===== src/rtl/ccca_pkg.sv =====
// Shared constants and controller/datapath interface types for the coil-combine accumulator.
`timescale 1ns / 1ps

package ccca_pkg;

   // Stream payload widths
   localparam int SAMPLE_W    = 16;
   localparam int REQ_DATA_W  = 4 * SAMPLE_W;
   localparam int ACC_W       = 37;
   localparam int IDX_W       = 16;
   localparam int RSP_FIELD_W = 2 * ACC_W + IDX_W;
   localparam int RSP_DATA_W  = ((RSP_FIELD_W + 7) / 8) * 8;

   // Arithmetic widths
   localparam int PROD_W = 2 * SAMPLE_W;
   localparam int TERM_W = PROD_W + 1;

   // Geometry
   localparam int DIM_W      = 11;
   localparam int POS_W      = 10;
   localparam int DIM_LIMIT  = 1024;
   localparam int PLANE_W    = 21;
   localparam int VOL_W      = 31;
   localparam int SUM_IDX_W  = 32;

   // Channels
   localparam int CHAN_W       = 5;
   localparam int CNT_W        = 6;
   localparam int MAX_CHANNELS = 32;

   // Per-voxel accumulator store
   localparam int MEM_DEPTH = 1 << IDX_W;

   // Configuration port
   localparam int CFG_IDX_W  = 3;
   localparam int CSR_DATA_W = 11;

   typedef enum logic [CFG_IDX_W-1:0] {
      CFG_IMAGE_WIDTH   = 3'd0,
      CFG_IMAGE_HEIGHT  = 3'd1,
      CFG_IMAGE_DEPTH   = 3'd2,
      CFG_CROP_WIDTH    = 3'd3,
      CFG_CROP_HEIGHT   = 3'd4,
      CFG_CROP_DEPTH    = 3'd5,
      CFG_CHANNEL_COUNT = 3'd6,
      CFG_ROOT_MODE     = 3'd7
   } cfg_index_type;

   // Square root unit: radicand is the non-negative part of an accumulator
   localparam int RAD_W      = ACC_W - 1;
   localparam int ROOT_W     = RAD_W / 2;
   localparam int REM_W      = ROOT_W + 2;
   localparam int ROOT_CNT_W = $clog2(ROOT_W);

   // Commands from the controller to the datapath
   typedef struct packed {
      logic load_item;
      logic multiply;
      logic combine;
      logic mem_read;
      logic accum;
      logic mem_write;
      logic root_start;
      logic emit;
   } cmd_type;

   // Status from the datapath to the controller
   typedef struct packed {
      logic in_range;
      logic last_ch;
      logic root_mode;
      logic root_done;
      logic out_free;
   } status_type;

endpackage


===== src/rtl/ccca_ctrl.sv =====
// Controller: sequences one input transfer through the datapath.
`timescale 1ns / 1ps

module ccca_ctrl (
   input  logic                  clock,
   input  logic                  reset,
   input  logic                  req_tvalid,
   output logic                  req_tready,
   input  ccca_pkg::status_type  status,
   output ccca_pkg::cmd_type     cmd
);
   import ccca_pkg::*;

   typedef enum logic [7:0] {
      ST_IDLE    = 8'b0000_0001,
      ST_PRODUCT = 8'b0000_0010,
      ST_INDEX   = 8'b0000_0100,
      ST_FETCH   = 8'b0000_1000,
      ST_ACCUM   = 8'b0001_0000,
      ST_STORE   = 8'b0010_0000,
      ST_ROOT    = 8'b0100_0000,
      ST_EMIT    = 8'b1000_0000
   } state_type;

   state_type state_ff, state_in;

   // Next state and commands
   always_comb begin
      state_in = state_ff;
      cmd      = '0;
      case (state_ff)
         ST_IDLE: begin
            if (req_tvalid) begin
               cmd.load_item = 1'b1;
               state_in      = ST_PRODUCT;
            end
         end
         ST_PRODUCT: begin
            cmd.multiply = 1'b1;
            state_in     = ST_INDEX;
         end
         ST_INDEX: begin
            cmd.combine = 1'b1;
            state_in    = ST_FETCH;
         end
         ST_FETCH: begin
            // voxels outside the crop or the store end here
            if (status.in_range) begin
               cmd.mem_read = 1'b1;
               state_in     = ST_ACCUM;
            end else begin
               state_in = ST_IDLE;
            end
         end
         ST_ACCUM: begin
            cmd.accum = 1'b1;
            state_in  = ST_STORE;
         end
         ST_STORE: begin
            cmd.mem_write = 1'b1;
            if (!status.last_ch) begin
               state_in = ST_IDLE;
            end else if (status.root_mode) begin
               cmd.root_start = 1'b1;
               state_in       = ST_ROOT;
            end else begin
               state_in = ST_EMIT;
            end
         end
         ST_ROOT: begin
            if (status.root_done)
               state_in = ST_EMIT;
         end
         ST_EMIT: begin
            // wait for room in the output register
            if (status.out_free) begin
               cmd.emit = 1'b1;
               state_in = ST_IDLE;
            end
         end
         default: begin
            state_in = ST_IDLE;
         end
      endcase
   end

   always_ff @(posedge clock) begin
      if (reset)
         state_ff <= ST_IDLE;
      else
         state_ff <= state_in;
   end

   assign req_tready = (state_ff == ST_IDLE);

endmodule


===== config.mk =====
export PLATFORM = sky130hd
export DESIGN_NAME = ccca_ctrl
export DESIGN_NICKNAME = d
export VERILOG_FILES = /design/src/rtl/ccca_pkg.sv /design/src/rtl/ccca_ctrl.sv
export SDC_FILE = /design/constraint.sdc
export NUM_CORES = 1
export LEC_CHECK = 0
export CORE_AREA = 2 2 39 41
export CTS_BUF_LIST = sky130_fd_sc_hd__clkbuf_4 sky130_fd_sc_hd__clkbuf_8
export DETAILED_ROUTE_END_ITERATION = 7
export DIE_AREA = 0 0 41 43
export DONT_BUFFER_PORTS = 1
export SLEW_MARGIN = 20
export SYNTH_ARGS = -nofsm -noshare
export SYNTH_HDL_FRONTEND = slang
export SYNTH_SLANG_ARGS = --single-unit

===== constraint.sdc =====
create_clock -name clock -period 2.32 [get_ports clock]
set_input_delay 0.464 -clock clock [delete_from_list [all_inputs] [get_ports clock]]
set_output_delay 0.464 -clock clock [all_outputs]
set_load 0.02 [all_outputs]

Word level (Yosys, flattened, before mapping)
Index checks and enable logic that the tools add are counted.
{ "classes": {"n_addsub": 0, "mul": 0, "div": 0, "n_lt_le_gt_ge": 0, "eq_ne": 11, "n_shift": 0, "n_mux": 19, "bitwise_logic": 0, "reduce_logical": 1} }
{ "ops": {"columns": ["cell", "n"], "rows": [
  ["$pmux 8 s8", 1],
  ["$mux 8", 5],
  ["$mux 1", 11],
  ["$eq 8x1->1 const B", 1],
  ["$eq 8x2->1 const B", 1],
  ["$eq 8x3->1 const B", 1],
  ["$eq 8x4->1 const B", 1],
  ["$eq 8x5->1 const B", 1],
  ["$eq 8x6->1 const B", 1],
  ["$eq 8x7->1 const B", 1],
  ["$eq 8x8->1 const B", 1],
  ["$ne 2x2->1 const B", 3],
  ["$mux 5", 1],
  ["$reduce_and 3->1", 1],
  ["$mux 2", 1]
]} }
{ "word_totals": {"register_bits": 8, "latchBits": 0, "ram_bits": 0, "rom_bits": 0, "out_inout_bits": 9, "wordCells": 32, "n_memories": 0} }

Depth between registers and ports, before layout
Gate-level depths: netlist of run 1.
{ "logic_depth": {"ltp_word": 3, "depth_mapped": 6, "mapped_depth_nobuf": 5} }

Worst setup path before layout of run 1
No wires, ideal clock.
{ "synth_path": {"path_type": "register -> output", "from": "register state_ff[2]", "to": "output port cmd[7] (netlist bit)", "arrival_time_ns": 1.485, "slack_ns": 0.371, "path_stages_with_launch": 5, "path_cell_list": "dfxtp_1 > nor4_2 > nand2b_1 > nor3_2 > and2_1"} }
{ "synth_lines": {"columns": ["element", "line_no", "rtl"], "rows": [
  ["start: declaration", "ccca_ctrl.sv:25", "state_type state_ff, state_in;"],
  ["start signal: assignment", "ccca_ctrl.sv:91", "state_ff <= state_in;"],
  ["end: declaration", "ccca_ctrl.sv:10", "output ccca_pkg::cmd_type cmd"]
]} }

==> results of run 1 <==
==> power by group <==
part	internal [W]	switching, W
combinational	0.0000227	0.0000317
clock	0.0000594	0.0000499
sequential	0.000141	0.00000845
==> stage by stage <==
step	util	setup slack, ns	total power (W)
floorplan	-	0.371	0.000194
global placement	0.427	0.441	0.000206
detailed placement	0.427	0.399	0.000206
CTS	0.443	0.105	0.000320
global route	0.445	0.0218	0.000331
finish	0.445	0.165	0.000313
==> final cells by class <==
class / instances / area, sq um / area share
Multi-Input combinational cell: 52 / 383 / 0.622
Sequential cell: 8 / 160 / 0.260
Clock buffer: 3 / 22.5 / 0.0366
Tap cell: 16 / 20.0 / 0.0325
Timing Repair Buffer: 2 / 15.0 / 0.0244
Inverter: 4 / 15.0 / 0.0244
==> cells in the mapped netlist (all sizes together) <==
cell type | count | area [sq um]
or4b | 1 | 10.0
inv | 4 | 15.0
nand4 | 1 | 6.26
nor3 | 3 | 20.0
nor2 | 7 | 26.3
a21oi | 3 | 22.5
a32oi | 1 | 8.76
and2 | 5 | 31.3
nor4 | 2 | 33.8
or3 | 2 | 12.5
o21ai | 3 | 15.0
a2111oi | 1 | 10.0
nor4b | 2 | 17.5
o21bai | 1 | 11.3
o21ba | 1 | 10.0
nand3b | 1 | 7.51
xor2 | 1 | 8.76
buf | 2 | 18.8
o22ai | 1 | 6.26
and4b | 3 | 30.0
nor3b | 2 | 15.0
o31ai | 1 | 7.51
and4 | 1 | 8.76
a31oi | 1 | 6.26
dfxtp | 8 | 160
a31o | 1 | 8.76
and3 | 3 | 18.8
and3b | 1 | 8.76
nand2b | 3 | 18.8
==> cell usage in the layout, fill, tap and decap left out <==
cell       Yosys  final
inv_1          4      4
nor3_1         2      2
xor2_1         1      1
nor4_4         1      1
clkbuf_4       0      3
a21oi_1        1      1
nand3b_1       1      1
or3_1          2      2
nor3b_1        2      2
nand4_1        1      1
dfxtp_1        8      8
o31ai_1        1      1
a31o_2         1      1
a2111oi_1      1      1
and4_1         1      1
a32oi_1        1      1
nand2b_1       3      3
nor4_2         1      1
nor2_1         7      6
or4b_1         1      1
a21oi_2        2      2
o21ba_2        1      1
buf_4          1      2
nor3_2         1      1
and4b_1        3      3
and2_1         5      5
o21ai_0        3      3
nor4b_1        2      2
a31oi_1        1      1
and3_1         3      3
o21bai_2       1      1
and3b_1        1      1
o22ai_1        1      1
nor2_2         0      1
==> final timing paths <==
check	endpoint	slack (ns)	from	cells past startpoint
min	state_ff[7]	0.26	reset	1
max	cmd[0]	0.16	state_ff[2]	4
max reg2reg	state_ff[0]	0.66	state_ff[7]	5
min reg2reg	state_ff[7]	0.71	state_ff[7]	2
==> metal layers <==
| metal | GRT usage | up-vias | share of wire |
|---|---|---|---|
| met5 | 0 | - | 0 |
| met4 | 0.140 | 0 | 0.033 |
| met3 | 0.0262 | 5 | 0.057 |
| met2 | 0.197 | 15 | 0.42 |
| met1 | 0.210 | 229 | 0.49 |
| li1 | - | 257 | - |
==> cell families (layout without fill, tap and decap cells) <==
kind of cell           after synthesis  count (layout)  share of synthesized area
AO/OA/AOI/OAI                       14              14                      0.185
XOR/XNOR                             1               1                     0.0153
AND/OR/NAND/NOR                     37              37                      0.462
flip-flops                           8               8                      0.279
buffers and inverters                6               9                     0.0588
==> what timing repair did <==
| item | in CTS | in global routing |
|---|---|---|
| gates resized for setup | 0 | 1 |
| setup buffers | 0 | 0 |
| setup endpoints to repair | 0 | 1 |
==> critical path: cells and delay by family (launching register included) <==
family	cells	cell delay [ns]
flip-flops	1	0.34
AND/OR/NAND/NOR	4	1.09
==> results_dict.tcl, run 1 <==
set metrics [dict create \
    worstMarginPinSlew_ns 0.413 \
    antenna_left 0 \
    outcome "finished, final reports clean" \
    setup_tns_ns 0 \
    grt_max_degree 11 \
    skew_ns 0.000715 \
    worstSkewPairLatency_ns 0.26 \
    dp_hpwl_um 941 \
    cts_tree "yes" \
    initial_core_util 0.415 \
    crit_fanout 5 \
    vdd_drop_max_mv 0.234 \
    hold_class "in -> reg" \
    path_clk_slew_ns 0.05 \
    cts_buffer_depth 2 \
    p_per_area_mw_per_mm2 509 \
    grt_pass1_wl_mm 1.77 \
    clock_sinks 8 \
    crit_chain "nor4_2, nand2b_1, nor2_2, and4_1" \
    setup_viol 0 \
    wl_per_cell_um 14.5 \
    synthesis.area_sq_um 574 \
    fmax_mhz 464 \
    rsz0062_at_grt "false" \
    ys_types 33 \
    drc 0 \
    largest_reg_flops 8 \
    gp_congestion 0.811 \
    end_kind "output port" \
    fp-row-count 14 \
    cp-start-kind "flip-flop" \
    syn_nets 74 \
    filler_cell_count 149 \
    htreeDepth 1 \
    hold_buffers 0 \
    critPathMaxStageDelay_ns 0.36 \
    core_sq_mm 0.00138 \
    final_cells 85 \
    routed_wl_mm 1.23 \
    dp.cells 82 \
    report.final.hold_viol_count 0 \
    syn-mean-instance-area_sq_um 8.70 \
    grt.total_usage 0.155 \
    ios 17 \
    finalInstanceArea_sq_um 616 \
    placed_area_sq_um 591 \
    syn_to_final_growth_pct 7.19 \
    final.min_clock_period_ns 2.16 \
    yosysSeqAreaShare 0.279 \
    dr.pass1.iters 4 \
    vias 506 \
    routed_via_density 5.95 \
    p_leak_nw 0.237 \
    die_height_um 43 \
    cts_made_buffers 3 \
    cts_root_buf "clkbuf_4" \
    crit_arrival_ns 1.69 \
    drv_cap 0 \
    criticalPathCategory "reg -> out" \
    drive_above_1_share 0.203 \
    dieArea_sq_mm 0.00176 \
    largestRegisters "state_ff x8" \
    grt_pass1_vias 418 \
    slew_headroom 0.724 \
    antenna_found_initial 0 \
    gr-total-overflow 0 \
    drtIter0Drc 20 \
    fin_crit_sh 0.929 \
    die_w_um 41 \
    yosysWarnings 0 \
    diodes 0 \
    io_buffer_count 0 \
    slew_violations 0 \
    critical-path-slowest-cell "nor4_2" \
    crit_required_ns 1.86 \
    nets 79 \
    synthCells 66 \
    ys_ff_latch 8 \
    top_register "state_ff" \
    hold_slack_ns 0.262 \
]
(Power assumes the default switching activity.)
==> inputs of run 2 (changes only) <==
--- a/config.mk
+++ b/config.mk
@@ -10,6 +10,7 @@
 export DETAILED_ROUTE_END_ITERATION = 7
 export DIE_AREA = 0 0 41 43
 export DONT_BUFFER_PORTS = 1
+export HOLD_SLACK_MARGIN = 0.1
 export SLEW_MARGIN = 20
 export SYNTH_ARGS = -nofsm -noshare
 export SYNTH_HDL_FRONTEND = slang
==> constraint.sdc (replaced) <==
create_clock -name clock -period 2.32 [get_ports clock]
set_input_delay 0.58 -clock clock [delete_from_list [all_inputs] [get_ports clock]]
set_output_delay 0.58 -clock clock [all_outputs]
set_load 0.02 [all_outputs]
==> run 2 against run 1 <==
Compared with the run above: combinational power hardly changed; sequential cell count stayed put; setup slack worse by 0.029 ns; critical endpoint is now cmd[1]; cell area is 2.8% higher; sequential power hardly changed; clock skew is 0.0070 ns higher.
==> results_dict.tcl, run 2 (same netlist as run 1, synthesis figures left out) <==
set metrics [dict create \
    outcome "finished, final reports clean" \
    die_height_um 43 \
    grt_max_degree 10 \
    criticalPathCategory "reg -> out" \
    core_sq_mm 0.00138 \
    worstRegToRegCells 6 \
    r2r-end "state_ff[0]" \
    grt_pass1_vias 431 \
    worstSkewPairLatency_ns 0.25 \
    final_cell_mix "8 x dfxtp_1, 6 x nor2_1, 5 x and2_1" \
    crit_arrival_ns 1.60 \
    dp.cells 83 \
    grt.total_usage 0.155 \
    skew_ns 0.00775 \
    reg2reg_from "state_ff[7]" \
    gr-total-overflow 0 \
    clock_sinks 8 \
    p_leak_nw 0.248 \
    cts_root_buf "clkbuf_4" \
    vias 490 \
    hold_buffers 0 \
    final_cells 86 \
    crit_end "cmd[1]" \
    routed_wl_mm 1.26 \
    setup_tns_ns 0 \
    fp-row-count 14 \
    largest_reg_flops 8 \
    diodes 0 \
    die_w_um 41 \
    dp_slack_ns 0.312 \
    crit_required_ns 1.74 \
    routed_via_density 5.70 \
    filler_cell_count 145 \
    largestRegisters "state_ff x8" \
    cts_made_buffers 3 \
    worstMarginPinSlew_ns 0.354 \
    post_cts_resized 0 \
    grt_pass1_wl_mm 1.89 \
    startpoint "state_ff[1]" \
    gp_congestion 0.832 \
    antenna_found_initial 0 \
    cts_setup_buffers 0 \
    seqCellArea_sq_um 160 \
    fin_crit_sh 0.942 \
    drv_cap 0 \
    report.final.hold_viol_count 0 \
    rsz0062_at_grt "false" \
    slew_violations 0 \
    dr.pass1.iters 4 \
    ios 17 \
    drive_above_1_share 0.229 \
    syn_to_final_growth_pct 10.2 \
    hold_class "in -> reg" \
    htreeDepth 1 \
    cp-start-kind "flip-flop" \
    dieArea_sq_mm 0.00176 \
    cts_buffer_depth 2 \
    drtIter0Drc 12 \
    top_register "state_ff" \
    multi_input_area_sq_um 393 \
    drc 0 \
    cts_tree "yes" \
    final.min_clock_period_ns 2.18 \
    end_kind "output port" \
    vdd_drop_max_mv 0.232 \
    wl_per_cell_um 14.6 \
    slew_headroom 0.760 \
    worstHoldStart "reset" \
    antenna_left 0 \
    post-route-util 0.458 \
    initial_core_util 0.415 \
    finalWorstSetupSlack_ns 0.135 \
    power.total_w 0.000312 \
    final_common_cell "dfxtp_1" \
    p_per_area_mw_per_mm2 492 \
    io_buffer_count 0 \
    dp_hpwl_um 943 \
    r2r_setup_slack_ns 0.69 \
    fmax_mhz 458 \
    crit_fanout 7 \
    nets 80 \
    path_clk_slew_ns 0.06 \
    setup_viol 0 \
]
run 2: cell count changes in the layout (fill, tap and decap cells not counted):
cell    change
and4_1      -1
and4_2      +1
buf_4       +1
nor4_2      -1
nor4_4      +1
run 2: cell type report:
class | instances | share of cell area
Sequential cell | 8 | 0.253
Timing Repair Buffer | 3 | 0.0356
Tap cell | 16 | 0.0316
Multi-Input combinational cell | 52 | 0.621
Inverter | 4 | 0.0237
Clock buffer | 3 | 0.0356
run 2: worst min-delay path by stage:
stage / end / depth (start not counted)
2_1_floorplan: state_ff[7] / 3
3_3_place_gp: state_ff[7] / 1
3_5_place_dp: state_ff[7] / 1
4_1_cts: state_ff[7] / 1
5_1_grt: state_ff[7] / 1
6_report: state_ff[7] / 1
run 2: report_power, final:
group | internal, W | switching, W | leakage [nW]
registers | 0.000141 | 0.00000900 | 0.0649
logic | 0.0000230 | 0.0000313 | 0.169
clock network | 0.0000593 | 0.0000479 | 0.0138
total | 0.000224 | 0.0000882 | 0.248
run 2: critical path, cell delays in order (launching register included):
cell	delay (ns)
dfxtp_1	0.37
nor4_4	0.39
and4b_1	0.27
and3_1	0.32
run 2: through the flow:
stage	area (sq um)	hold WS (ns)
6_report	633	0.381
2_1_floorplan	574	0.602
3_5_place_dp	598	0.646
3_3_place_gp	598	0.645
4_1_cts	621	0.382
5_1_grt	633	0.378
run 2: metal layers:
layer	vias up	share of wire	GRT usage
met5	-	0	0
met1	221	0.50	0.219
met2	10	0.45	0.225
met3	2	0.050	0.0262
met4	0	0.0072	0.0600
li1	257	-	-
==> inputs of run 3 (changes only) <==
--- a/config.mk
+++ b/config.mk
@@ -5,12 +5,13 @@
 export SDC_FILE = /design/constraint.sdc
 export NUM_CORES = 1
 export LEC_CHECK = 0
+export BUFFER_PORTS_ARGS = -buffer_cell sky130_fd_sc_hd__buf_2
 export CORE_AREA = 2 2 39 41
 export CTS_BUF_LIST = sky130_fd_sc_hd__clkbuf_4 sky130_fd_sc_hd__clkbuf_8
 export DETAILED_ROUTE_END_ITERATION = 7
 export DIE_AREA = 0 0 41 43
-export DONT_BUFFER_PORTS = 1
 export HOLD_SLACK_MARGIN = 0.1
+export PLACE_DENSITY = 0.69
 export SLEW_MARGIN = 20
 export SYNTH_ARGS = -nofsm -noshare
 export SYNTH_HDL_FRONTEND = slang
==> run 3 against run 2 <==
Compared with the run above: final cell count up 20%; power grew 7.1%; register-to-register slack better by 0.09 ns; sequential cell count stayed put; non-clock buffer count grew 17; first-iteration DRC count up 17%; clock power about the same; critical path depth grew 2; clock skew fell by 0.0035 ns; wire length rose by 8.4%; utilization grew 6.3 points; sequential share of layout area is 2.9 points lower.
==> results_dict.tcl, run 3 (same netlist as run 1, synthesis figures left out) <==
set metrics [dict create \
    outcome "finished, final reports clean" \
    drtIter0Drc 14 \
    dieArea_sq_mm 0.00176 \
    gp_congestion 0.775 \
    worstHoldStart "reset" \
    nets 97 \
    post-route-util 0.521 \
    cp-start-kind "flip-flop" \
    setup_viol 0 \
    worstRegToRegCells 5 \
    drv_cap 0 \
    core_sq_mm 0.00138 \
    worstSkewPairLatency_ns 0.26 \
    cts_buffer_depth 2 \
    crit_arrival_ns 1.66 \
    holdPathEnd "state_ff[7]" \
    placed_area_sq_um 656 \
    clock_sinks 8 \
    startpoint "state_ff[3]" \
    final.min_clock_period_ns 2.24 \
    drc 0 \
    finalWorstSetupSlack_ns 0.0843 \
    grt_pass1_vias 462 \
    crit_chain "nor4_4, nand2b_1, nor2_2, and4_1, buf_2" \
    skew_ns 0.00428 \
    finalInstanceArea_sq_um 721 \
    crit_fanout 6 \
    dp_slack_ns 0.268 \
    grt.total_usage 0.170 \
    reg2reg_from "state_ff[0]" \
    hold_class "in -> reg" \
    diodes 0 \
    fp-row-count 14 \
    syn_to_final_growth_pct 25.5 \
    r2r_setup_slack_ns 0.78 \
    end_kind "output port" \
    dr.pass1.iters 4 \
    slew_violations 0 \
    die_w_um 41 \
    vdd_drop_max_mv 0.276 \
    die_height_um 43 \
    htreeDepth 1 \
    fmax_mhz 447 \
    cp_num_cells 5 \
    whs_path_depth 2 \
    dp_hpwl_um 977 \
    io_buffer_count 16 \
    power.total_w 0.000334 \
    worstMarginPinSlew_ns 0.352 \
    criticalPathCategory "reg -> out" \
    routed_wl_mm 1.36 \
    vias 572 \
    crit_family "simple AND/OR/NAND/NOR gates" \
    hold_buffers 0 \
    cts_tree "yes" \
    largest_reg_flops 8 \
    p_leak_nw 0.329 \
    routed_via_density 5.55 \
    grt_max_degree 11 \
    dp.cells 96 \
    initial_core_util 0.415 \
    r2r-end "state_ff[0]" \
    gr-total-overflow 0 \
    final_cell_mix "16 x buf_2, 7 x dfxtp_1, 6 x nor2_1" \
    crit_required_ns 1.74 \
    critPathMaxStageDelay_ns 0.37 \
    critical-path-slowest-cell "dfxtp_1" \
    final_cells 103 \
    cts_root_buf "clkbuf_4" \
    largestRegisters "state_ff x8" \
    cts_made_buffers 3 \
    antenna_found_initial 0 \
    wl_per_cell_um 13.2 \
    drive_above_1_share 0.379 \
    final_common_cell "buf_2" \
    antenna_left 0 \
    ios 17 \
    slew_headroom 0.762 \
    p_per_area_mw_per_mm2 463 \
    fin_crit_sh 0.964 \
    report.final.hold_viol_count 0 \
    top_register "state_ff" \
    path_clk_slew_ns 0.06 \
    grt_pass1_wl_mm 2.00 \
    critPathBufInv 1 \
]
-- run 3: changes by cell type in the layout (fill, tap and decap cells not counted) --
| cell | previous run | this run |
|---|---|---|
| dfxtp_2 | 0 | 1 |
| and4_2 | 1 | 0 |
| dfxtp_1 | 8 | 7 |
| buf_2 | 0 | 16 |
| buf_4 | 3 | 4 |
| and4_1 | 0 | 1 |
-- run 3: layer usage --
layer,GRT usage,wire length [um],vias up
met5,0,0,-
met4,0.100,23,0
met3,0.0471,79,4
met2,0.244,641,25
met1,0.217,621,250
li1,-,-,293
-- run 3: worst register-to-register path: stages, from the launching register on --
cell	delay, ns
dfxtp_1	0.52
nor2_1	0.11
a31oi_1	0.21
a21oi_2	0.11
a2111oi_1	0.37
a32oi_1	0.10
-- run 3: cell type report --
class | count | area, sq um
inverter | 4 | 15.0
fill | 140 | 663
multi-input combinational | 52 | 392
tap | 16 | 20.0
timing repair buffer | 20 | 110
sequential | 8 | 161
clock buffer | 3 | 22.5
-- run 3: report_power, final --
group | internal (W) | switching, W | leakage, nW | total [W]
clock network | 0.0000594 | 0.0000501 | 0.0138 | 0.000109
registers | 0.000141 | 0.00000904 | 0.0654 | 0.000150
logic | 0.0000355 | 0.0000388 | 0.250 | 0.0000743
total | 0.000236 | 0.0000979 | 0.329 | 0.000334
-- run 3: through the flow --
step	setup TNS [ns]	hold slack (ns)
2_1_floorplan	0	0.602
3_3_place_gp	0	0.682
3_5_place_dp	0	0.686
5_1_grt	-0.0185	0.548
4_1_cts	0	0.553
6_report	0	0.541
-- run 3: worst max-delay path by stage --
stage	slack, ns	end
after global placement	0.33	cmd[0]
final	0.08	cmd[0]
after floorplan	0.26	cmd[7]
after detailed placement	0.27	cmd[0]
after global routing	-0.02	cmd[0]
after CTS	0.04	cmd[0]
-- run 3: what timing repair did --
action | CTS | global route
setup buffers | 0 | 4
endpoints found under the hold margin | 0 | 0
endpoints found under the setup margin | 1 | 3
pin swaps | 0 | 4
resized for setup | 1 | 2
